[src/sklf_pkg.sv]
// Package for the scalar Kalman filter: item types, register indexes, control types.
`timescale 1ns / 1ps

package sklf_pkg;

    // Sample and register formats
    localparam int SAMPLE_WIDTH  = 16;
    localparam int CFG_WIDTH     = 16;
    localparam int CFG_IDX_WIDTH = 2;
    localparam int VAR_WIDTH     = 32;

    // Register indexes
    localparam logic [CFG_IDX_WIDTH-1:0] CFG_PROCESS_NOISE     = 2'd0;
    localparam logic [CFG_IDX_WIDTH-1:0] CFG_MEASUREMENT_NOISE = 2'd1;

    // Reset values of the noise registers (unsigned Q8.8)
    localparam logic [CFG_WIDTH-1:0] PROCESS_NOISE_RESET     = 16'd26;
    localparam logic [CFG_WIDTH-1:0] MEASUREMENT_NOISE_RESET = 16'd256;

    // Input item
    typedef struct packed {
        logic signed [SAMPLE_WIDTH-1:0] measurement;
        logic                           restart;
    } sample_t;

    // Result item
    typedef struct packed {
        logic signed [SAMPLE_WIDTH-1:0] estimate;
        logic                           was_initialization;
    } result_t;

    // Controller states
    typedef enum logic [3:0] {
        ST_IDLE,
        ST_INIT,
        ST_PREDICT,
        ST_DENOM,
        ST_DIV_INT,
        ST_DIV_STEP,
        ST_MULT,
        ST_UPDATE,
        ST_OUTPUT
    } ctrl_state_t;

    // Controller to datapath commands
    typedef struct packed {
        logic capture;
        logic init_load;
        logic predict;
        logic denom;
        logic div_init;
        logic div_step;
        logic mult;
        logic update;
        logic out_load;
    } dp_cmd_t;

    // Datapath to controller status
    typedef struct packed {
        logic needs_init;
    } dp_status_t;

endpackage

[src/scalar_kalman_filter.sv]
// Top level of the scalar random-walk Kalman filter for signal-strength samples.
//
//   Channel   Handshake                    Payload
//   sample    sample_valid / sample_stall  sample_item  (measurement Q8.8, restart)
//   result    result_valid / result_stall  result_item  (estimate Q8.8, was_initialization)
//   config    cfg_we                       cfg_index, cfg_data (q and r, Q8.8)
//
// A filter step runs predict, the denominator, the integer quotient bit and the
// restoring divider that forms one gain bit per cycle, then multiply and update;
// the output state then loads the result and returns to idle for the next item.
// Reset clears the estimate, the variance and the initialized flag; q and r return
// to 26 and 256. The result register lets the next item be accepted while a
// result waits under result_stall; the finished item then waits for it.
`timescale 1ns / 1ps

module scalar_kalman_filter #(
    parameter int GAIN_FRACTION_BITS = 16
) (
    input  logic                                clk,
    input  logic                                rst_n,
    input  logic                                sample_valid,
    output logic                                sample_stall,
    input  sklf_pkg::sample_t                   sample_item,
    output logic                                result_valid,
    input  logic                                result_stall,
    output sklf_pkg::result_t                   result_item,
    input  logic                                cfg_we,
    input  logic [sklf_pkg::CFG_IDX_WIDTH-1:0]  cfg_index,
    input  logic [sklf_pkg::CFG_WIDTH-1:0]      cfg_data
);

    sklf_pkg::dp_cmd_t    cmd;
    sklf_pkg::dp_status_t status;

    sklf_ctrl #(
        .GAIN_FRACTION_BITS(GAIN_FRACTION_BITS)
    ) u_ctrl (
        .clk          (clk),
        .rst_n        (rst_n),
        .sample_valid (sample_valid),
        .sample_stall (sample_stall),
        .result_valid (result_valid),
        .result_stall (result_stall),
        .status       (status),
        .cmd          (cmd)
    );

    sklf_dp #(
        .GAIN_FRACTION_BITS(GAIN_FRACTION_BITS)
    ) u_dp (
        .clk         (clk),
        .rst_n       (rst_n),
        .cfg_we      (cfg_we),
        .cfg_index   (cfg_index),
        .cfg_data    (cfg_data),
        .sample_item (sample_item),
        .cmd         (cmd),
        .status      (status),
        .result_item (result_item)
    );

endmodule

[src/sklf_dp.sv]
// Datapath of the scalar Kalman filter: noise registers, state, divider, multipliers.
`timescale 1ns / 1ps

module sklf_dp #(
    parameter int GAIN_FRACTION_BITS = 16
) (
    input  logic                                 clk,
    input  logic                                 rst_n,
    input  logic                                 cfg_we,
    input  logic [sklf_pkg::CFG_IDX_WIDTH-1:0]   cfg_index,
    input  logic [sklf_pkg::CFG_WIDTH-1:0]       cfg_data,
    input  sklf_pkg::sample_t                    sample_item,
    input  sklf_pkg::dp_cmd_t                    cmd,
    output sklf_pkg::dp_status_t                 status,
    output sklf_pkg::result_t                    result_item
);

    localparam int G   = GAIN_FRACTION_BITS;
    localparam int SW  = sklf_pkg::SAMPLE_WIDTH;
    localparam int VW  = sklf_pkg::VAR_WIDTH;
    localparam int PW  = G + SW + 2;   // gain times difference
    localparam int RW  = PW + 1;       // rounded product
    localparam int XW  = SW + 3;       // widened estimate sum
    localparam int MW  = G + 1 + VW;   // variance product

    localparam logic [G:0]             GainOne   = {1'b1, {G{1'b0}}};
    localparam logic signed [RW-1:0]   RoundHalf = {{(SW+3){1'b0}}, 1'b1, {(G-1){1'b0}}};
    localparam logic signed [XW-1:0]   XMax      = {4'b0000, {(SW-1){1'b1}}};
    localparam logic signed [XW-1:0]   XMin      = {4'b1111, {(SW-1){1'b0}}};

    // Registers
    logic [sklf_pkg::CFG_WIDTH-1:0] q_reg, q_next;
    logic [sklf_pkg::CFG_WIDTH-1:0] r_reg, r_next;
    logic signed [SW-1:0]           m_reg, m_next;
    logic signed [SW-1:0]           x_reg, x_next;
    logic [VW-1:0]                  p_reg, p_next;
    logic                           init_reg, init_next;
    logic                           flag_reg, flag_next;
    logic [VW-1:0]                  pp_reg, pp_next;
    logic [VW:0]                    den_reg, den_next;
    logic [VW:0]                    rem_reg, rem_next;
    logic [G:0]                     quot_reg, quot_next;
    logic signed [PW-1:0]           gprod_reg, gprod_next;
    logic [MW-1:0]                  vprod_reg, vprod_next;
    sklf_pkg::result_t              result_reg, result_next;

    // Combinational terms
    logic [VW:0]          pred_sum;
    logic [VW+1:0]        shifted_rem;
    logic [VW+1:0]        step_diff;
    logic                 int_ge;
    logic                 step_ge;
    logic [G-1:0]         gain;
    logic signed [G:0]    gain_s;
    logic [G:0]           one_minus_gain;
    logic signed [SW:0]   diff;
    logic signed [RW-1:0] rounded;
    logic signed [RW-1:0] rounded_sh;
    logic signed [XW-1:0] step;
    logic signed [XW-1:0] x_sum;
    logic signed [SW-1:0] x_clamped;

    assign status.needs_init = sample_item.restart || !init_reg;
    assign result_item       = result_reg;

    // Prediction, divider compare and gain
    always_comb
    begin
        pred_sum       = {1'b0, p_reg} + {9'd0, q_reg, 8'd0};
        int_ge         = ({1'b0, pp_reg} >= den_reg);
        shifted_rem    = {rem_reg, 1'b0};
        step_ge        = (shifted_rem >= {1'b0, den_reg});
        step_diff      = shifted_rem - {1'b0, den_reg};
        gain           = quot_reg[G] ? {G{1'b1}} : quot_reg[G-1:0];
        gain_s         = $signed({1'b0, gain});
        one_minus_gain = GainOne - {1'b0, gain};
        diff           = $signed({m_reg[SW-1], m_reg}) - $signed({x_reg[SW-1], x_reg});
    end

    // Estimate update: round half up, floor shift, clamp
    always_comb
    begin
        rounded    = $signed({gprod_reg[PW-1], gprod_reg}) + RoundHalf;
        rounded_sh = rounded >>> G;
        step       = $signed(rounded_sh[XW-1:0]);
        x_sum      = $signed({{3{x_reg[SW-1]}}, x_reg}) + step;
        if (x_sum > XMax)
        begin
            x_clamped = XMax[SW-1:0];
        end
        else if (x_sum < XMin)
        begin
            x_clamped = XMin[SW-1:0];
        end
        else
        begin
            x_clamped = x_sum[SW-1:0];
        end
    end

    // Next-state logic
    always_comb
    begin
        q_next      = q_reg;
        r_next      = r_reg;
        m_next      = m_reg;
        x_next      = x_reg;
        p_next      = p_reg;
        init_next   = init_reg;
        flag_next   = flag_reg;
        pp_next     = pp_reg;
        den_next    = den_reg;
        rem_next    = rem_reg;
        quot_next   = quot_reg;
        gprod_next  = gprod_reg;
        vprod_next  = vprod_reg;
        result_next = result_reg;

        // configuration writes; other indexes are ignored
        if (cfg_we && (cfg_index == sklf_pkg::CFG_PROCESS_NOISE))
        begin
            q_next = cfg_data;
        end
        if (cfg_we && (cfg_index == sklf_pkg::CFG_MEASUREMENT_NOISE))
        begin
            r_next = cfg_data;
        end

        if (cmd.capture)
        begin
            m_next = sample_item.measurement;
        end

        // initialization: load estimate, variance from measurement noise
        if (cmd.init_load)
        begin
            x_next    = m_reg;
            p_next    = {8'd0, r_reg, 8'd0};
            init_next = 1'b1;
            flag_next = 1'b1;
        end

        // p + q, saturating
        if (cmd.predict)
        begin
            pp_next = pred_sum[VW] ? {VW{1'b1}} : pred_sum[VW-1:0];
        end

        if (cmd.denom)
        begin
            den_next = {1'b0, pp_reg} + {9'd0, r_reg, 8'd0};
        end

        // integer quotient bit
        if (cmd.div_init)
        begin
            rem_next  = int_ge ? ({1'b0, pp_reg} - den_reg) : {1'b0, pp_reg};
            quot_next = {{G{1'b0}}, int_ge};
        end

        // one fraction bit per step
        if (cmd.div_step)
        begin
            rem_next  = step_ge ? step_diff[VW:0] : shifted_rem[VW:0];
            quot_next = {quot_reg[G-1:0], step_ge};
        end

        if (cmd.mult)
        begin
            gprod_next = PW'(gain_s) * PW'(diff);
            vprod_next = MW'(one_minus_gain) * MW'(pp_reg);
        end

        if (cmd.update)
        begin
            x_next    = x_clamped;
            p_next    = vprod_reg[G+VW-1:G];
            flag_next = 1'b0;
        end

        if (cmd.out_load)
        begin
            result_next.estimate           = x_reg;
            result_next.was_initialization = flag_reg;
        end
    end

    // Control and filter state
    always_ff @(posedge clk or negedge rst_n)
    begin
        if (!rst_n)
        begin
            q_reg    <= sklf_pkg::PROCESS_NOISE_RESET;
            r_reg    <= sklf_pkg::MEASUREMENT_NOISE_RESET;
            x_reg    <= '0;
            p_reg    <= '0;
            init_reg <= 1'b0;
        end
        else
        begin
            q_reg    <= q_next;
            r_reg    <= r_next;
            x_reg    <= x_next;
            p_reg    <= p_next;
            init_reg <= init_next;
        end
    end

    // Working payload registers
    always_ff @(posedge clk)
    begin
        m_reg      <= m_next;
        flag_reg   <= flag_next;
        pp_reg     <= pp_next;
        den_reg    <= den_next;
        rem_reg    <= rem_next;
        quot_reg   <= quot_next;
        gprod_reg  <= gprod_next;
        vprod_reg  <= vprod_next;
        result_reg <= result_next;
    end

endmodule

[src/sklf_ctrl.sv]
// Controller of the scalar Kalman filter: sequencing, divider step count, result valid.
`timescale 1ns / 1ps

module sklf_ctrl #(
    parameter int GAIN_FRACTION_BITS = 16
) (
    input  logic                  clk,
    input  logic                  rst_n,
    input  logic                  sample_valid,
    output logic                  sample_stall,
    output logic                  result_valid,
    input  logic                  result_stall,
    input  sklf_pkg::dp_status_t  status,
    output sklf_pkg::dp_cmd_t     cmd
);

    localparam int CW = $clog2(GAIN_FRACTION_BITS);

    sklf_pkg::ctrl_state_t state_reg, state_next;
    logic [CW-1:0]         cnt_reg, cnt_next;
    logic                  valid_reg, valid_next;
    logic                  out_free;

    assign sample_stall = (state_reg != sklf_pkg::ST_IDLE);
    assign result_valid = valid_reg;
    assign out_free     = !valid_reg || !result_stall;

    // State register
    always_ff @(posedge clk or negedge rst_n)
    begin
        if (!rst_n)
        begin
            state_reg <= sklf_pkg::ST_IDLE;
            cnt_reg   <= '0;
            valid_reg <= 1'b0;
        end
        else
        begin
            state_reg <= state_next;
            cnt_reg   <= cnt_next;
            valid_reg <= valid_next;
        end
    end

    // Next state and commands
    always_comb
    begin
        state_next = state_reg;
        cnt_next   = cnt_reg;
        cmd        = '0;

        case (state_reg)
            sklf_pkg::ST_IDLE:
            begin
                if (sample_valid)
                begin
                    cmd.capture = 1'b1;
                    state_next  = status.needs_init ? sklf_pkg::ST_INIT
                                                    : sklf_pkg::ST_PREDICT;
                end
            end
            sklf_pkg::ST_INIT:
            begin
                cmd.init_load = 1'b1;
                state_next    = sklf_pkg::ST_OUTPUT;
            end
            sklf_pkg::ST_PREDICT:
            begin
                cmd.predict = 1'b1;
                state_next  = sklf_pkg::ST_DENOM;
            end
            sklf_pkg::ST_DENOM:
            begin
                cmd.denom  = 1'b1;
                state_next = sklf_pkg::ST_DIV_INT;
            end
            sklf_pkg::ST_DIV_INT:
            begin
                cmd.div_init = 1'b1;
                cnt_next     = CW'(GAIN_FRACTION_BITS - 1);
                state_next   = sklf_pkg::ST_DIV_STEP;
            end
            sklf_pkg::ST_DIV_STEP:
            begin
                cmd.div_step = 1'b1;
                cnt_next     = cnt_reg - CW'(1);
                if (cnt_reg == '0)
                begin
                    state_next = sklf_pkg::ST_MULT;
                end
            end
            sklf_pkg::ST_MULT:
            begin
                cmd.mult   = 1'b1;
                state_next = sklf_pkg::ST_UPDATE;
            end
            sklf_pkg::ST_UPDATE:
            begin
                // commit new estimate and shrunk variance
                cmd.update = 1'b1;
                state_next = sklf_pkg::ST_OUTPUT;
            end
            sklf_pkg::ST_OUTPUT:
            begin
                // hold the finished item until the result register is free
                if (out_free)
                begin
                    cmd.out_load = 1'b1;
                    state_next   = sklf_pkg::ST_IDLE;
                end
            end
            default:
            begin
                state_next = sklf_pkg::ST_IDLE;
            end
        endcase
    end

    // Result valid: set on load, cleared when the item is taken
    always_comb
    begin
        valid_next = valid_reg;
        if (valid_reg && !result_stall)
        begin
            valid_next = 1'b0;
        end
        if (cmd.out_load)
        begin
            valid_next = 1'b1;
        end
    end

endmodule

[config.mk]
export PLATFORM = sky130hd
export DESIGN_NAME = scalar_kalman_filter
export DESIGN_NICKNAME = d
export VERILOG_FILES = /design/src/sklf_pkg.sv /design/src/scalar_kalman_filter.sv /design/src/sklf_dp.sv /design/src/sklf_ctrl.sv
export SDC_FILE = /design/constraint.sdc
export NUM_CORES = 2
export LEC_CHECK = 0
export ABC_AREA = 1
export BUFFER_PORTS_ARGS = -buffer_cell sky130_fd_sc_hd__buf_4
export CAP_MARGIN = 40
export CORE_MARGIN = 2
export CORE_UTILIZATION = 50
export CTS_CLUSTER_SIZE = 25
export DETAILED_ROUTE_END_ITERATION = 8
export PLACE_DENSITY = 0.66
export SLEW_MARGIN = 25
export SYNTH_ARGS = -nofsm -noshare
export SYNTH_HDL_FRONTEND = slang
export SYNTH_HIERARCHICAL = 1
export SYNTH_SLANG_ARGS = --single-unit
[constraint.sdc]
create_clock -name clk -period 17 [get_ports clk]
set_input_delay 0.85 -clock clk [delete_from_list [all_inputs] [get_ports clk]]
set_output_delay 0.85 -clock clk [all_outputs]
set_load 0.01 [all_outputs]
Yosys cells after proc, flatten, opt, wreduce, memory -nomap -nowiden
Cells that the tools add are included.

word-level totals
  bits in registers = 321
  input bits = 40
  output and inout bits = 19
  word-level logic and storage cells = 95

cells by class
  $add $sub $neg = 9
  multiply operators = 2
  magnitude comparators = 4
  equal/unequal tests = 12
  multiplexer cells = 32
  reduce and logical (&&, ||, !) cells = 18

operator list
  kind                                                              count
  two-way mux 33 bit                                                4
  two-way mux 16 bit                                                5
  adder 32 x 24 -> 33 bit                                           2
  two-way mux 32 bit                                                2
  multiplier 17 x 32 -> 48 bit                                      1
  adder 34 x 17 -> 35 bit (second input constant)                   1
  >= comparator 34 x 33 -> 1 bit                                    1
  multiplier 17 x 17 -> 34 bit                                      1
  two-way mux 17 bit                                                2
  >= comparator 32 x 33 -> 1 bit                                    1
  subtractor 32 x 33 -> 33 bit                                      1
  subtractor 33 bit                                                 1
  one-hot mux 4 bit (8 select lines)                                1
  adder 16 x 19 -> 19 bit                                           1
  greater-than comparator 19 x 16 -> 1 bit (second input constant)  1
  less-than comparator 19 x 16 -> 1 bit (second input constant)     1
  subtractor 16 x 16 -> 17 bit                                      1
  subtractor 17 x 16 -> 17 bit (first input constant)               1
  == test 4 x 3 -> 1 bit (second input constant)                    4
  two-way mux 1 bit                                                 13
  two-way mux 4 bit                                                 3
  == test 4 x 2 -> 1 bit (second input constant)                    2
  logical NOT 4 bit                                                 2
  one-hot mux 4 bit (2 select lines)                                1
  15 further kinds                                                  24

Logic depth before layout (Yosys ltp)
  depth after elaboration = 6
  mapped depth = 38
  gate-level depth less buffers = 38

By module
Netlist, hierarchy kept.

modules (own cells, without submodules)
  module     instances  cells each  area each (sq um)
  sklf_dp    1          6026        46256.9
  sklf_ctrl  1          79          548.0

Least setup slack after synthesis
Ideal clock, no wire load.

  path type = reg2reg
  start = register u_dp.quot_reg[16]
  end = register u_dp.vprod_reg[36], data pin
  library setup time = 252 ps
  arrival time = 6849 ps
  required time = 16748 ps
  path slack = 9899 ps
  cell stages (with the launch flop) = 35
  clock period less this slack = 7101 ps
  cell sequence = edfxtp_1 buf_6 buf_4 nor2_1 clkbuf_1 ha_1 nand2_1 nor2_1 inv_2 nand2_1 o21ai_1 inv_2 clkbuf_1 nand2_1 fa_1 inv_1 fa_1 inv_1 fa_1 inv_1 fa_1 fa_1 inv_1 fa_1 inv_1 ha_1 a21oi_1 a21boi_0 o21ai_0 a21o_1 a21o_1 nand2_1 nand2_1 nand2_1 nand2_1

between the ends
  cells in the longest elaborated chain, start to end = 3

RTL lines
  item                          line            source
  start: declaration            sklf_dp.sv:42   logic [G:0] quot_reg, quot_next;
  start signal: assignment      sklf_dp.sv:217  quot_reg <= quot_next;
  two-way mux 16 bit            sklf_dp.sv:74   gain = quot_reg[G] ? {G{1'b1}} : quot_reg[G-1:0];
  subtractor 17 x 16 -> 17 bit  sklf_dp.sv:76   one_minus_gain = GainOne - {1'b0, gain};
  multiplier 17 x 32 -> 48 bit  sklf_dp.sv:171  vprod_next = MW'(one_minus_gain) * MW'(pp_reg);
  end signal: assignment        sklf_dp.sv:219  vprod_reg <= vprod_next;
  end: declaration              sklf_dp.sv:44   logic [MW-1:0] vprod_reg, vprod_next;

No other way between the ends.
A chain may end at the register's enable or synchronous reset.

Worst setup path after layout
Ends and elaborated chain as after synthesis.

==> summary.txt <==
Status
  – Outcome: completed

GRT
  – Vias in the first global route: ~40,000
  – Wire length of the first global-routing pass: approximately 240 mm
  – Largest net degree at the start of global routing: 57
  – GRT Residual Overflow: 0
  – Initial antenna violation count: 2
  – Total Routing Usage GR: 0.330

Floorplanning
  – Initial cell density of the core: 0.503
  – Row count: about 110
  – I/O Pins: 59
  – Die Span Y: around 310 microns
  – Chip Width: a little over 300 microns
  – Die area: 0.0961 sq mm
  – Placeable core area: 0.0930 sq mm

Clock network
  – Clock Path Buffers: 3
  – Post CTS Setup Buffer Count: 0
  – CTS tree: done
  – Cts repair resizes: 0
  – Register clock-pin slew on the reported worst setup and hold paths: about 0.060 ns
  – H-tree depth: 2
  – CTS Root Cell: clkbuf_16
  – Total CTS buffers: 38
  – Worst-skew pair later-pin latency: 0.60 ns
  – Num Clock Sinks: just under 300
  – Post-CTS Hold Buffers: 0

Timing
  – Worst Clk Skew: around 0.023 ns
  – Worst Tran Pin Value: 0.956 ns
  – Count of final hold-check violations: 0
  – Slew Viols, Final: 0
  – Setup-failing EPs final: 0
  – Final critical-path required period: 8.94 ns
  – FMAX: 112 MHz
  – Final TNS setup: 0 ns
  – Max_slew headroom: 0.363
  – RSZ-0062 raised after global routing: no
  – Final period utilization: 0.526

Synth
  – Yosys warning total: 6
  – Synth top area cells: fa_1 28%, edfxtp_1 13%, nand2_1 12%
  – Register bit total from synthesis: 290
  – Post-Syn Instances: 6,105
  – Synth Cell Area: 0.0468 sq mm
  – Sequential cell area fraction in the yosys report: 0.176
  – Netlist cell types: 58
  – Cell taking the most area after synthesis: fa_1
  – Synthesized area per cell: 7.67 sq um
  – Primary FF master, synth: edfxtp_1
  – Area share of the largest cell type after synthesis: 0.282
  – Post-synth EDFFs: 199
  – Post-synth ARST share: 0.310
  – Syn_nets: 7,180

Critical path
  – Path depth of the worst reg2reg path: 24
  – Max incr delay on CP: 0.74 ns
  – Worst path top cell family by delay: adder cells
  – CP Max Fanout: 20
  – Worst path bufs/invs: 5
  – Reg-to-reg critical path startpoint: u_dp/quot_reg[16]$_SDFFCE_PN0P_
  – Data arrival time of the worst path: between 9 and 10 ns
  – RR Endpoint: u_dp/vprod_reg[36]$_DFFE_PP_
  – Critical Path, Cell by Cell: buf_6 -> nor2_2 -> inv_1 -> nor2_1 -> nand4_1 -> nand2_2 -> nor2_1 -> fa_1 -> fa_1 -> fa_1 -> fa_1 -> fa_1 -> inv_1 -> fa_1 -> inv_1 -> ha_1 -> nand2_1 -> nor2_1 -> inv_1 -> nor4_1 -> a21o_1 -> nand2_1 -> nand3_1 -> nand2_1
  – Setup Crit Path Kind: flop to flop
  – Critical Path End Type: flop
  – WP data required: 17.35 ns
  – CP Launch Type: flop
  – FF-to-FF setup slack: 8.06 ns
  – Slowest-stage cell, CP: nand2_2
  – Top cell by count, worst path: fa_1

Layout
  – Share of post-route cells with drive strength above 1: 0.0429
  – Final net count: 7,180
  – Ant diodes: 0
  – P&R area growth vs syn: 6.90%
  – Most common cell after layout, fill and taps aside: nand2_1
  – Filler instances: between 9,000 and 10,000
  – Multi-input gate area: 0.0328 sq mm
  – Register Area: 0.00825 sq mm
  – Most frequent cells in the layout: 1,531 x nand2_1, 1,332 x inv_1, 660 x fa_1, 545 x nor2_1, 375 x ha_1

Route
  – Drt drc: 0
  – Final WL: 155 mm
  – Routed Antenna Nets: 0
  – Met3 wire length: about 17 mm
  – DR vias: 40,700
  – Wire per inst: 21.0 microns
  – DR iter-0 viols: 3,915
  – Met1 wire length: about 64 mm
  – Met2 routed WL: between 60 and 70 mm
  – Via-to-Cell Ratio: 5.51
  – Drt first pass iters: 7
  – Max Used Layer: met5

Placement
  – Final HPWL DP: between 100 and 150 mm
  – GPL Wtd Cong: 0.991
  – Number of port buffers: 58

Run
  – MaxCap Viol Count: 0

Worst hold path
  – Hold WC Path Type: primary input to asynchronous set/reset pin
-- area by class of cell --
type	count	share of cell area
clock buffers	54	0.0219
clock inverters	16	0.00360
inverters	1352	0.101
multi-input cells	4294	0.656
flip-flops and latches	290	0.165
well taps	1254	0.0314
repair buffers	129	0.0209
-- how the worst max path moves through the flow --
| stage | end | slack, ns | cells after the start | from |
|---|---|---|---|---|
| after global routing | u_dp/vprod_reg[36]$_DFFE_PP_ | 7.78 | 28 | u_dp/quot_reg[16]$_SDFFCE_PN0P_ |
| after floorplan | u_dp/vprod_reg[36]$_DFFE_PP_ | 9.90 | 34 | u_dp/quot_reg[16]$_SDFFCE_PN0P_ |
| after global placement | u_dp/vprod_reg[30]$_DFFE_PP_ | 7.95 | 28 | u_dp/quot_reg[16]$_SDFFCE_PN0P_ |
| after CTS | u_dp/vprod_reg[30]$_DFFE_PP_ | 8.10 | 28 | u_dp/quot_reg[16]$_SDFFCE_PN0P_ |
| after detailed placement | u_dp/vprod_reg[30]$_DFFE_PP_ | 8.16 | 28 | u_dp/quot_reg[16]$_SDFFCE_PN0P_ |
| final | u_dp/vprod_reg[36]$_DFFE_PP_ | 8.06 | 24 | u_dp/quot_reg[16]$_SDFFCE_PN0P_ |
-- Yosys cell counts, drive strengths merged (6+ instances only) --
cell type / count
a211oi: 6
a21boi: 10
a21o: 24
a21oi: 231
a31oi: 17
and3: 8
buf: 40
clkbuf: 129
clkinv: 10
dfrtp: 86
edfxtp: 199
fa: 660
ha: 375
inv: 1342
nand2: 1535
nand3: 290
nand3b: 42
nand4: 23
nor2: 563
nor3: 43
nor4: 19
o21a: 11
o21ai: 210
o21bai: 23
or2: 34
xnor2: 58
xor2: 87
-- kinds of logic after synthesis --
group	count (synthesis)	share of synthesized area
AO/OA/AOI/OAI	554	0.0653
XOR/XNOR	146	0.0276
adder cells (fa/ha/maj)	1035	0.383
buffers and inverters	1521	0.124
flip-flops	290	0.176
AND/OR/NAND/NOR	2559	0.224
-- layer usage --
layer | vias to the layer above | global-route usage
met1 | 19900 | 0.448
met2 | 1856 | 0.504
met5 | - | 0
met3 | 326 | 0.0814
li1 | 18600 | -
met4 | 4 | 0.137
-- through the flow --
stage | hold slack (ns) | utilization | area [sq um] | setup WS (ns) | cells
after CTS | 0.267 | 0.538 | 50000 | 8.10 | 7388
after floorplan | 0.409 | - | 46800 | 9.90 | 6105
after global routing | 0.282 | 0.538 | 50000 | 7.78 | 7389
final | 0.252 | 0.538 | 50000 | 8.06 | 7389
after global placement | 0.436 | 0.522 | 48600 | 7.95 | 7308
after detailed placement | 0.445 | 0.524 | 48700 | 8.16 | 7318
Power is left out: the tool's default activity adds up to more than one toggle a clock period on the data nets, which glitch-free logic cannot reach.
